File: src/design/xs1024_pkg.sv
// Shared types, constants and mixing functions for the xorshift1024* generator.
package xs1024_pkg;

    localparam logic [63:0] DRAW_MULT = 64'd1181783497276652981;
    localparam logic [63:0] SEED_MULT = 64'd2685821657736338717;

    typedef enum logic [1:0] {
        MUL_NONE,
        MUL_LL,
        MUL_HL,
        MUL_LH
    } t_mul_op;

    typedef enum logic [2:0] {
        S_IDLE,
        S_READ,
        S_SEED_RUN,
        S_MUL_LL,
        S_MUL_HL,
        S_MUL_LH,
        S_OUT,
        S_SEED_WR
    } t_state;

    typedef struct packed {
        logic    rd_issue;
        logic    draw_upd;
        logic    seed_load;
        logic    seed_run;
        t_mul_op mul_op;
        logic    seed_wr;
        logic    out_load;
    } t_dp_cmd;

    typedef struct packed {
        logic seed_last;
        logic out_free;
    } t_dp_stat;

    function automatic logic [63:0] seeder_mix(input logic [63:0] x);
        logic [63:0] v;
        v = x;
        v = v ^ (v >> 12);
        v = v ^ (v << 25);
        v = v ^ (v >> 27);
        return v;
    endfunction

    function automatic logic [63:0] ring_mix(input logic [63:0] s0_in, input logic [63:0] s1_in);
        logic [63:0] s0;
        logic [63:0] s1;
        s0 = s0_in;
        s1 = s1_in;
        s1 = s1 ^ (s1 << 31);
        s1 = s1 ^ (s1 >> 11);
        s0 = s0 ^ (s0 >> 30);
        return s0 ^ s1;
    endfunction

endpackage

File: src/design/xs1024_ctrl.sv
// Sequencer for draw and reseed transfers of the xorshift1024* generator.
module xs1024_ctrl (
    input  logic                  i_clk,
    input  logic                  i_rst_n,
    input  logic                  i_valid,
    input  logic                  i_kind,
    output logic                  o_ready,
    input  xs1024_pkg::t_dp_stat  i_stat,
    output xs1024_pkg::t_dp_cmd   o_cmd
);
    import xs1024_pkg::*;

    t_state r_state;
    t_state n_state;
    logic   r_is_seed;
    logic   n_is_seed;

    always_ff @(posedge i_clk) begin
        if (!i_rst_n) begin
            r_state   <= S_IDLE;
            r_is_seed <= 1'b0;
        end else begin
            r_state   <= n_state;
            r_is_seed <= n_is_seed;
        end
    end

    always_comb begin
        n_state      = r_state;
        n_is_seed    = r_is_seed;
        o_cmd        = '0;
        o_cmd.mul_op = MUL_NONE;
        o_ready      = 1'b0;
        unique case (r_state)
            S_IDLE: begin
                o_ready = 1'b1;
                if (i_valid) begin
                    n_is_seed = i_kind;
                    if (i_kind) begin
                        o_cmd.seed_load = 1'b1;
                        n_state         = S_SEED_RUN;
                    end else begin
                        o_cmd.rd_issue = 1'b1;
                        n_state        = S_READ;
                    end
                end
            end
            S_READ: begin
                o_cmd.draw_upd = 1'b1;
                n_state        = S_MUL_LL;
            end
            S_SEED_RUN: begin
                o_cmd.seed_run = 1'b1;
                n_state        = S_MUL_LL;
            end
            S_MUL_LL: begin
                o_cmd.mul_op = MUL_LL;
                n_state      = S_MUL_HL;
            end
            S_MUL_HL: begin
                o_cmd.mul_op = MUL_HL;
                n_state      = S_MUL_LH;
            end
            S_MUL_LH: begin
                o_cmd.mul_op = MUL_LH;
                n_state      = r_is_seed ? S_SEED_WR : S_OUT;
            end
            S_OUT: begin
                if (i_stat.out_free) begin
                    o_cmd.out_load = 1'b1;
                    n_state        = S_IDLE;
                end
            end
            S_SEED_WR: begin
                o_cmd.seed_wr = 1'b1;
                n_state       = i_stat.seed_last ? S_IDLE : S_SEED_RUN;
            end
            default: n_state = S_IDLE;
        endcase
    end

endmodule

File: src/design/xs1024_dp.sv
// Datapath: state ring memory, pointer, seeder, shared 32x32 multiplier, output register.
module xs1024_dp #(
    parameter int RING_DEPTH = 16
) (
    input  logic                  i_clk,
    input  logic                  i_rst_n,
    input  logic [63:0]           i_seed_value,
    input  xs1024_pkg::t_dp_cmd   i_cmd,
    output xs1024_pkg::t_dp_stat  o_stat,
    output logic                  o_valid,
    input  logic                  i_ready,
    output logic [63:0]           o_random_value
);
    import xs1024_pkg::*;

    localparam int PTR_W = $clog2(RING_DEPTH);
    localparam logic [PTR_W-1:0] LAST_IDX = PTR_W'(RING_DEPTH - 1);

    logic [63:0]           r_mem [RING_DEPTH];
    logic [RING_DEPTH-1:0] r_valid;
    logic [63:0]           r_rd0;
    logic [63:0]           r_rd1;
    logic                  r_v0;
    logic                  r_v1;
    logic [PTR_W-1:0]      r_ptr;
    logic [PTR_W-1:0]      r_cnt;
    logic [63:0]           r_seed;
    logic [63:0]           r_a;
    logic                  r_csel;
    logic [63:0]           r_acc;
    logic [63:0]           r_out;
    logic                  r_out_valid;

    logic [PTR_W-1:0]      w_nxt;
    logic [PTR_W-1:0]      w_cnt_nxt;
    logic [63:0]           w_mix;
    logic [63:0]           w_seed_mix;
    logic                  w_wr_en;
    logic [PTR_W-1:0]      w_wr_addr;
    logic [63:0]           w_wr_data;
    logic [63:0]           w_const;
    logic [31:0]           w_mx;
    logic [31:0]           w_my;
    logic [63:0]           w_prod;

    assign w_nxt      = (r_ptr == LAST_IDX) ? '0 : r_ptr + 1'b1;
    assign w_cnt_nxt  = (r_cnt == LAST_IDX) ? '0 : r_cnt + 1'b1;
    assign w_mix      = ring_mix(r_v0 ? r_rd0 : 64'd0, r_v1 ? r_rd1 : 64'd0);
    assign w_seed_mix = seeder_mix(r_seed);
    assign w_wr_en    = i_cmd.draw_upd | i_cmd.seed_wr;
    assign w_wr_addr  = i_cmd.draw_upd ? w_nxt : r_cnt;
    assign w_wr_data  = i_cmd.draw_upd ? w_mix : r_acc;
    assign w_const    = r_csel ? SEED_MULT : DRAW_MULT;

    always_comb begin
        case (i_cmd.mul_op)
            MUL_HL: begin
                w_mx = r_a[63:32];
                w_my = w_const[31:0];
            end
            MUL_LH: begin
                w_mx = r_a[31:0];
                w_my = w_const[63:32];
            end
            default: begin
                w_mx = r_a[31:0];
                w_my = w_const[31:0];
            end
        endcase
    end

    assign w_prod = 64'(w_mx) * 64'(w_my);

    always_ff @(posedge i_clk) begin
        if (w_wr_en) begin
            r_mem[w_wr_addr] <= w_wr_data;
        end
        if (i_cmd.rd_issue) begin
            r_rd0 <= r_mem[r_ptr];
            r_rd1 <= r_mem[w_nxt];
        end
    end

    always_ff @(posedge i_clk) begin
        if (!i_rst_n) begin
            r_valid <= '0;
        end else if (w_wr_en) begin
            r_valid[w_wr_addr] <= 1'b1;
        end
    end

    always_ff @(posedge i_clk) begin
        if (i_cmd.rd_issue) begin
            r_v0 <= r_valid[r_ptr];
            r_v1 <= r_valid[w_nxt];
        end
    end

    always_ff @(posedge i_clk) begin
        if (!i_rst_n) begin
            r_ptr  <= '0;
            r_cnt  <= '0;
            r_seed <= '0;
        end else begin
            if (i_cmd.draw_upd) begin
                r_ptr <= w_nxt;
            end
            if (i_cmd.seed_load) begin
                r_seed <= i_seed_value;
                r_cnt  <= '0;
            end else if (i_cmd.seed_run) begin
                r_seed <= w_seed_mix;
            end
            if (i_cmd.seed_wr) begin
                r_cnt <= w_cnt_nxt;
            end
        end
    end

    always_ff @(posedge i_clk) begin
        if (i_cmd.draw_upd) begin
            r_a    <= w_mix;
            r_csel <= 1'b0;
        end else if (i_cmd.seed_run) begin
            r_a    <= w_seed_mix;
            r_csel <= 1'b1;
        end
        case (i_cmd.mul_op)
            MUL_LL:         r_acc <= w_prod;
            MUL_HL, MUL_LH: r_acc[63:32] <= r_acc[63:32] + w_prod[31:0];
            default:        r_acc <= r_acc;
        endcase
        if (i_cmd.out_load) begin
            r_out <= r_acc;
        end
    end

    always_ff @(posedge i_clk) begin
        if (!i_rst_n) begin
            r_out_valid <= 1'b0;
        end else if (i_cmd.out_load) begin
            r_out_valid <= 1'b1;
        end else if (i_ready) begin
            r_out_valid <= 1'b0;
        end
    end

    assign o_stat.seed_last = (r_cnt == LAST_IDX);
    assign o_stat.out_free  = !r_out_valid || i_ready;
    assign o_valid          = r_out_valid;
    assign o_random_value   = r_out;

endmodule

File: src/design/xorshift1024star_prng.sv
// Top level of the xorshift1024* generator with xorshift64* reseeding.
// Draw: S_READ, S_MUL_LL, S_MUL_HL, S_MUL_LH, then S_OUT sets o_valid; a new item is taken only back in S_IDLE.
// Reseed: 16 fills, each through S_SEED_RUN, S_MUL_LL, S_MUL_HL, S_MUL_LH and S_SEED_WR; no result.
// Per-item cost is set by the shared 32x32 multiplier, three passes per 64-bit product.
// A waiting result does not block the next transfer; the next draw then waits in S_OUT and takes no transfer.
// Reset (synchronous, active low) clears ring valid bits, pointer and seeder: draws return zero.
module xorshift1024star_prng #(
    parameter int RING_DEPTH = 16
) (
    input  logic        i_clk,
    input  logic        i_rst_n,
    input  logic        i_valid,
    output logic        o_ready,
    input  logic        i_kind,
    input  logic [63:0] i_seed_value,
    output logic        o_valid,
    input  logic        i_ready,
    output logic [63:0] o_random_value
);
    import xs1024_pkg::*;

    t_dp_cmd  w_cmd;
    t_dp_stat w_stat;

    xs1024_ctrl u_ctrl (
        .i_clk   (i_clk),
        .i_rst_n (i_rst_n),
        .i_valid (i_valid),
        .i_kind  (i_kind),
        .o_ready (o_ready),
        .i_stat  (w_stat),
        .o_cmd   (w_cmd)
    );

    xs1024_dp #(
        .RING_DEPTH (RING_DEPTH)
    ) u_dp (
        .i_clk          (i_clk),
        .i_rst_n        (i_rst_n),
        .i_seed_value   (i_seed_value),
        .i_cmd          (w_cmd),
        .o_stat         (w_stat),
        .o_valid        (o_valid),
        .i_ready        (i_ready),
        .o_random_value (o_random_value)
    );

    a_no_overwrite: assert property (@(posedge i_clk) disable iff (!i_rst_n)
        w_cmd.out_load |-> (!o_valid || i_ready))
        else $error("output register loaded over a pending result");

    a_busy_after_transfer: assert property (@(posedge i_clk) disable iff (!i_rst_n)
        (i_valid && o_ready) |=> !o_ready)
        else $error("item taken while previous one still in work");

    a_single_write: assert property (@(posedge i_clk) disable iff (!i_rst_n)
        !(w_cmd.seed_wr && w_cmd.draw_upd))
        else $error("two ring writes in one cycle");

    a_out_after_mul: assert property (@(posedge i_clk) disable iff (!i_rst_n)
        (w_cmd.mul_op == MUL_LH) |=> !w_cmd.rd_issue)
        else $error("read issued right after product completion");

endmodule
File: config.mk
export PLATFORM = sky130hd
export DESIGN_NAME = xorshift1024star_prng
export DESIGN_NICKNAME = d
export VERILOG_FILES = /design/src/design/xs1024_pkg.sv /design/src/design/xs1024_ctrl.sv /design/src/design/xs1024_dp.sv /design/src/design/xorshift1024star_prng.sv
export SDC_FILE = /design/constraint.sdc
export NUM_CORES = 2
export LEC_CHECK = 0
export ABC_CLOCK_PERIOD_IN_PS = 11120
export BUFFER_PORTS_ARGS = -buffer_cell sky130_fd_sc_hd__buf_4
export CAP_MARGIN = 20
export CORE_ASPECT_RATIO = 1.4
export CORE_MARGIN = 5
export CORE_UTILIZATION = 38
export CTS_CLUSTER_DIAMETER = 50
export DETAILED_ROUTE_END_ITERATION = 10
export HOLD_SLACK_MARGIN = 0.03
export PLACE_DENSITY = 0.61
export SYNTH_ARGS = -nofsm -noshare
export SYNTH_HDL_FRONTEND = slang
export SYNTH_SLANG_ARGS = --single-unit
File: constraint.sdc
create_clock -name i_clk -period 11.12 [get_ports i_clk]
set_clock_uncertainty 0.05 [all_clocks]
set_input_delay 2.224 -clock i_clk [delete_from_list [all_inputs] [get_ports i_clk]]
set_output_delay 2.224 -clock i_clk [all_outputs]
set_load 0.005 [all_outputs]
==> run_results.csv <==
group,metric,value,unit
clock_network,clkTransAtPathRegs,60,ps
logic_synthesis,synth_edf_count,1346,
floorplan,floorplan.initialDensity,38.1,%
logic_synthesis,ys_ff_latch,1440,
final_layout,finalNonFillerCells,10400,
clock_network,clkSinkCount,1440,
logic_synthesis,synth_top_area_share,42.2,%
final_layout,nFillCells,22900,
logic_synthesis,synthesis.area,95800,um^2
floorplan,core_area,251000,um^2
clock_network,hold_buffers,0,
placement,pre_cts_ws,711,ps
timing,setup_viol,0,
timing,hold_viol,0,
drt,drc,0,
critical_path,r2r_setup_slack,660,ps
global_route,grt_pass1_vias,63000,
timing,final_max_slew_viol_count,0,
clock_network,clock_path_buffers,4,
final_layout,drive_above_1_share,18.3,%
critical_path,crit_top_cell,"fa_1",
timing,fin_ws,660,ps
global_route,grtUsageTotal,25.5,%
critical_path,r2r_cells,34,
global_route,grt.overflow.total,0,
drt,routedWlPerCell,32.4,um
critical_path,max_stage_delay,620,ps
logic_synthesis,netlist_top_cells_area,"edfxtp_1 42%, fa_1 17%, mux4_2 15%, ha_1 5.1%, inv_1 4.1%",
timing,fin_crit,10460,ps
placement,gp_congestion,1.01,
global_route,grt_first_pass_wirelength,473000,um
critical_path,cp_data_required_time,11600,ps
final_layout,final_util,42.4,%
job,maxCapViolCount,0,
timing,tightest_slew,1240,ps
logic_synthesis,yosysMostFrequentCell,"edfxtp_1",
worst_hold_path,hold_class,"flip-flop to flip-flop",
final_layout,nets,8208,
placement,dp_cells,10100,
clock_network,post-cts-setup-buffers,0,
placement,detailed_place_hpwl,246000,um
final_layout,area_growth_syn_to_layout,11.2,%
timing,rsz0062_at_grt,"no",
clock_network,cts_tree,"done",
critical_path,rr_startpoint,"u_ctrl.r_state[1]",
logic_synthesis,synth_nets,8035,
drt,drtIter0Drc,6395,
logic_synthesis,synth_ff_type,"edfxtp_1",
critical_path,rr_endpoint,"u_dp.r_acc[63]",
global_route,grt_max_degree,150,
critical_path,cp-start-kind,"flip-flop",
drt,firstDrtPassIters,9,
logic_synthesis,synthArstFlopShare,0,%
critical_path,crit_fanout,13,
timing,tns,0,ps
drt,vias_per_cell,5.73,
timing,slew_headroom,16.5,%
critical_path,slowest_stage,"mux2i_1",
logic_synthesis,synth_top_cells_by_count,"1346 x edfxtp_1, 1057 x inv_1, 801 x fa_1",
drt,routed_wl,336000,um
floorplan,pin_count,135,
outcome,status,"finished clean",
drt,dr_total_vias,59500,
logic_synthesis,syn_inst,6775,
floorplan,die_area,263000,um^2
critical_path,critical_path.startpoint,"u_ctrl.r_state[1]",
logic_synthesis,seq_area_frac_synth,44.1,%
critical_path,cp.arrival,10940,ps
logic_synthesis,synth_cell_types,77,
global_route,antenna_found_initial,25,
drt,ant_nets,0,
critical_path,crit_path_end_kind,"flip-flop",
clock_network,cts_buffers,156,
logic_synthesis,syn_avg_cell_area,14.1,um^2
critical_path,endpoint,"u_dp.r_acc[63]",
logic_synthesis,yosys_warnings,0,
logic_synthesis,yosysTopAreaCell,"edfxtp_1",
timing,fmax,95.6,MHz
placement,place.port_buffers,134,
clock_network,cts_root_buf,"clkbuf_16",
floorplan,die_x,434,um
critical_path,critical_path_class,"flip-flop to flip-flop",
clock_network,h-tree-depth,4,
floorplan,die_y,604,um
timing,period_share,94.1,%
clock_network,post_cts_resized,0,
clock_network,clk_latency,830,ps
floorplan,row_count,218,
==> state kept, by name, indices dropped and copies added (netlist names), 16 cells and up <==
register             count
u_dp.r_mem            1024
u_dp.r_a                64
u_dp.r_rd1              64
u_dp.r_valid            16
u_dp.r_seed             64
u_dp.r_acc              64
u_dp.o_random_value     64
u_dp.r_rd0              64
==> per-stage QoR <==
stage          cell area (um^2)  hold WS, ps
3_5_place_dp             101000          425
6_report                 107000          439
4_1_cts                  106000          440
3_3_place_gp             101000          411
2_1_floorplan             95800          377
5_1_grt                  107000          455
==> kinds of logic (layout without fill, tap and decap cells) <==
group / after synthesis / after routing / synth area share, %
fa+ha+maj: 1191 / 1191 / 21.8
other cells: 0 / 18 / 0
xor+xnor: 417 / 417 / 3.81
compound gates: 595 / 595 / 4.12
mux: 686 / 686 / 15.7
flops: 1440 / 1440 / 44.1
simple gates: 1065 / 1065 / 5.01
buf+inv: 1381 / 1669 / 5.43
==> final cells by class <==
type | instances | area, um^2 | area share, %
Multi-Input combinational cell | 3954 | 48600 | 45.6
Sequential cell | 1440 | 42300 | 39.7
Tap cell | 3300 | 4130 | 3.87
Clock buffer | 183 | 4110 | 3.86
Inverter | 1072 | 4020 | 3.77
Timing Repair Buffer | 324 | 2540 | 2.38
Clock inverter | 90 | 873 | 0.819
Antenna cell | 18 | 45.0 | 0.0422
==> critical path: cells and delay by family (launching register included) <==
family	cells	cell delay [ps]
buffers and inverters	6	910
muxes	2	720
AOI/OAI and AO/OA	6	1380
adders and majority gates	10	4720
xor gates and xnor gates	2	640
DFF	1	310
and+or+nand+nor	8	1440
==> worst min path at each step <==
| stage | from | endpoint | slack (ps) | cells after the start |
|---|---|---|---|---|
| 3_3_place_gp | u_dp.r_valid[15] | u_dp.r_valid[15] | 410 | 1 |
| 3_5_place_dp | u_dp.r_valid[15] | u_dp.r_valid[15] | 420 | 1 |
| 5_1_grt | u_dp.r_valid[11] | u_dp.r_valid[11] | 450 | 1 |
| 6_report | u_dp.r_valid[1] | u_dp.r_valid[1] | 440 | 1 |
| 4_1_cts | u_dp.r_valid[15] | u_dp.r_valid[15] | 440 | 1 |
| 2_1_floorplan | u_dp.r_acc[0] | u_dp.o_random_value[0] | 380 | 0 |
==> cell usage in the layout (no fill, tap or decap), types with 19 or more instances in the layout <==
cell	count
a21boi_0	30
clkinv_1	37
nor2_1	409
nor2b_1	42
buf_4	310
nand2_1	310
nor2_4	19
mux2i_1	19
dfxtp_1	90
and2_1	81
nand3_1	21
fa_1	801
a21oi_1	157
inv_1	1057
o21a_1	56
a21o_1	83
ha_1	387
nand4_1	20
xnor2_1	262
nand2b_1	98
mux4_2	650
clkinv_2	26
o21ai_0	105
clkbuf_16	160
xor2_1	153
clkbuf_1	21
a22oi_1	52
edfxtp_1	1346
==> layer usage <==
metal | global-route usage (%) | up-vias | routed length, um
li1 | - | 24200 | -
met1 | 30.5 | 31600 | 118000
met2 | 42.7 | 2923 | 166000
met3 | 3.95 | 798 | 24300
met4 | 16.9 | 10 | 27700
met5 | 0 | - | 73
Power is left out: the tool's default activity adds up to more than one toggle a clock period on the data nets, which glitch-free logic cannot reach.
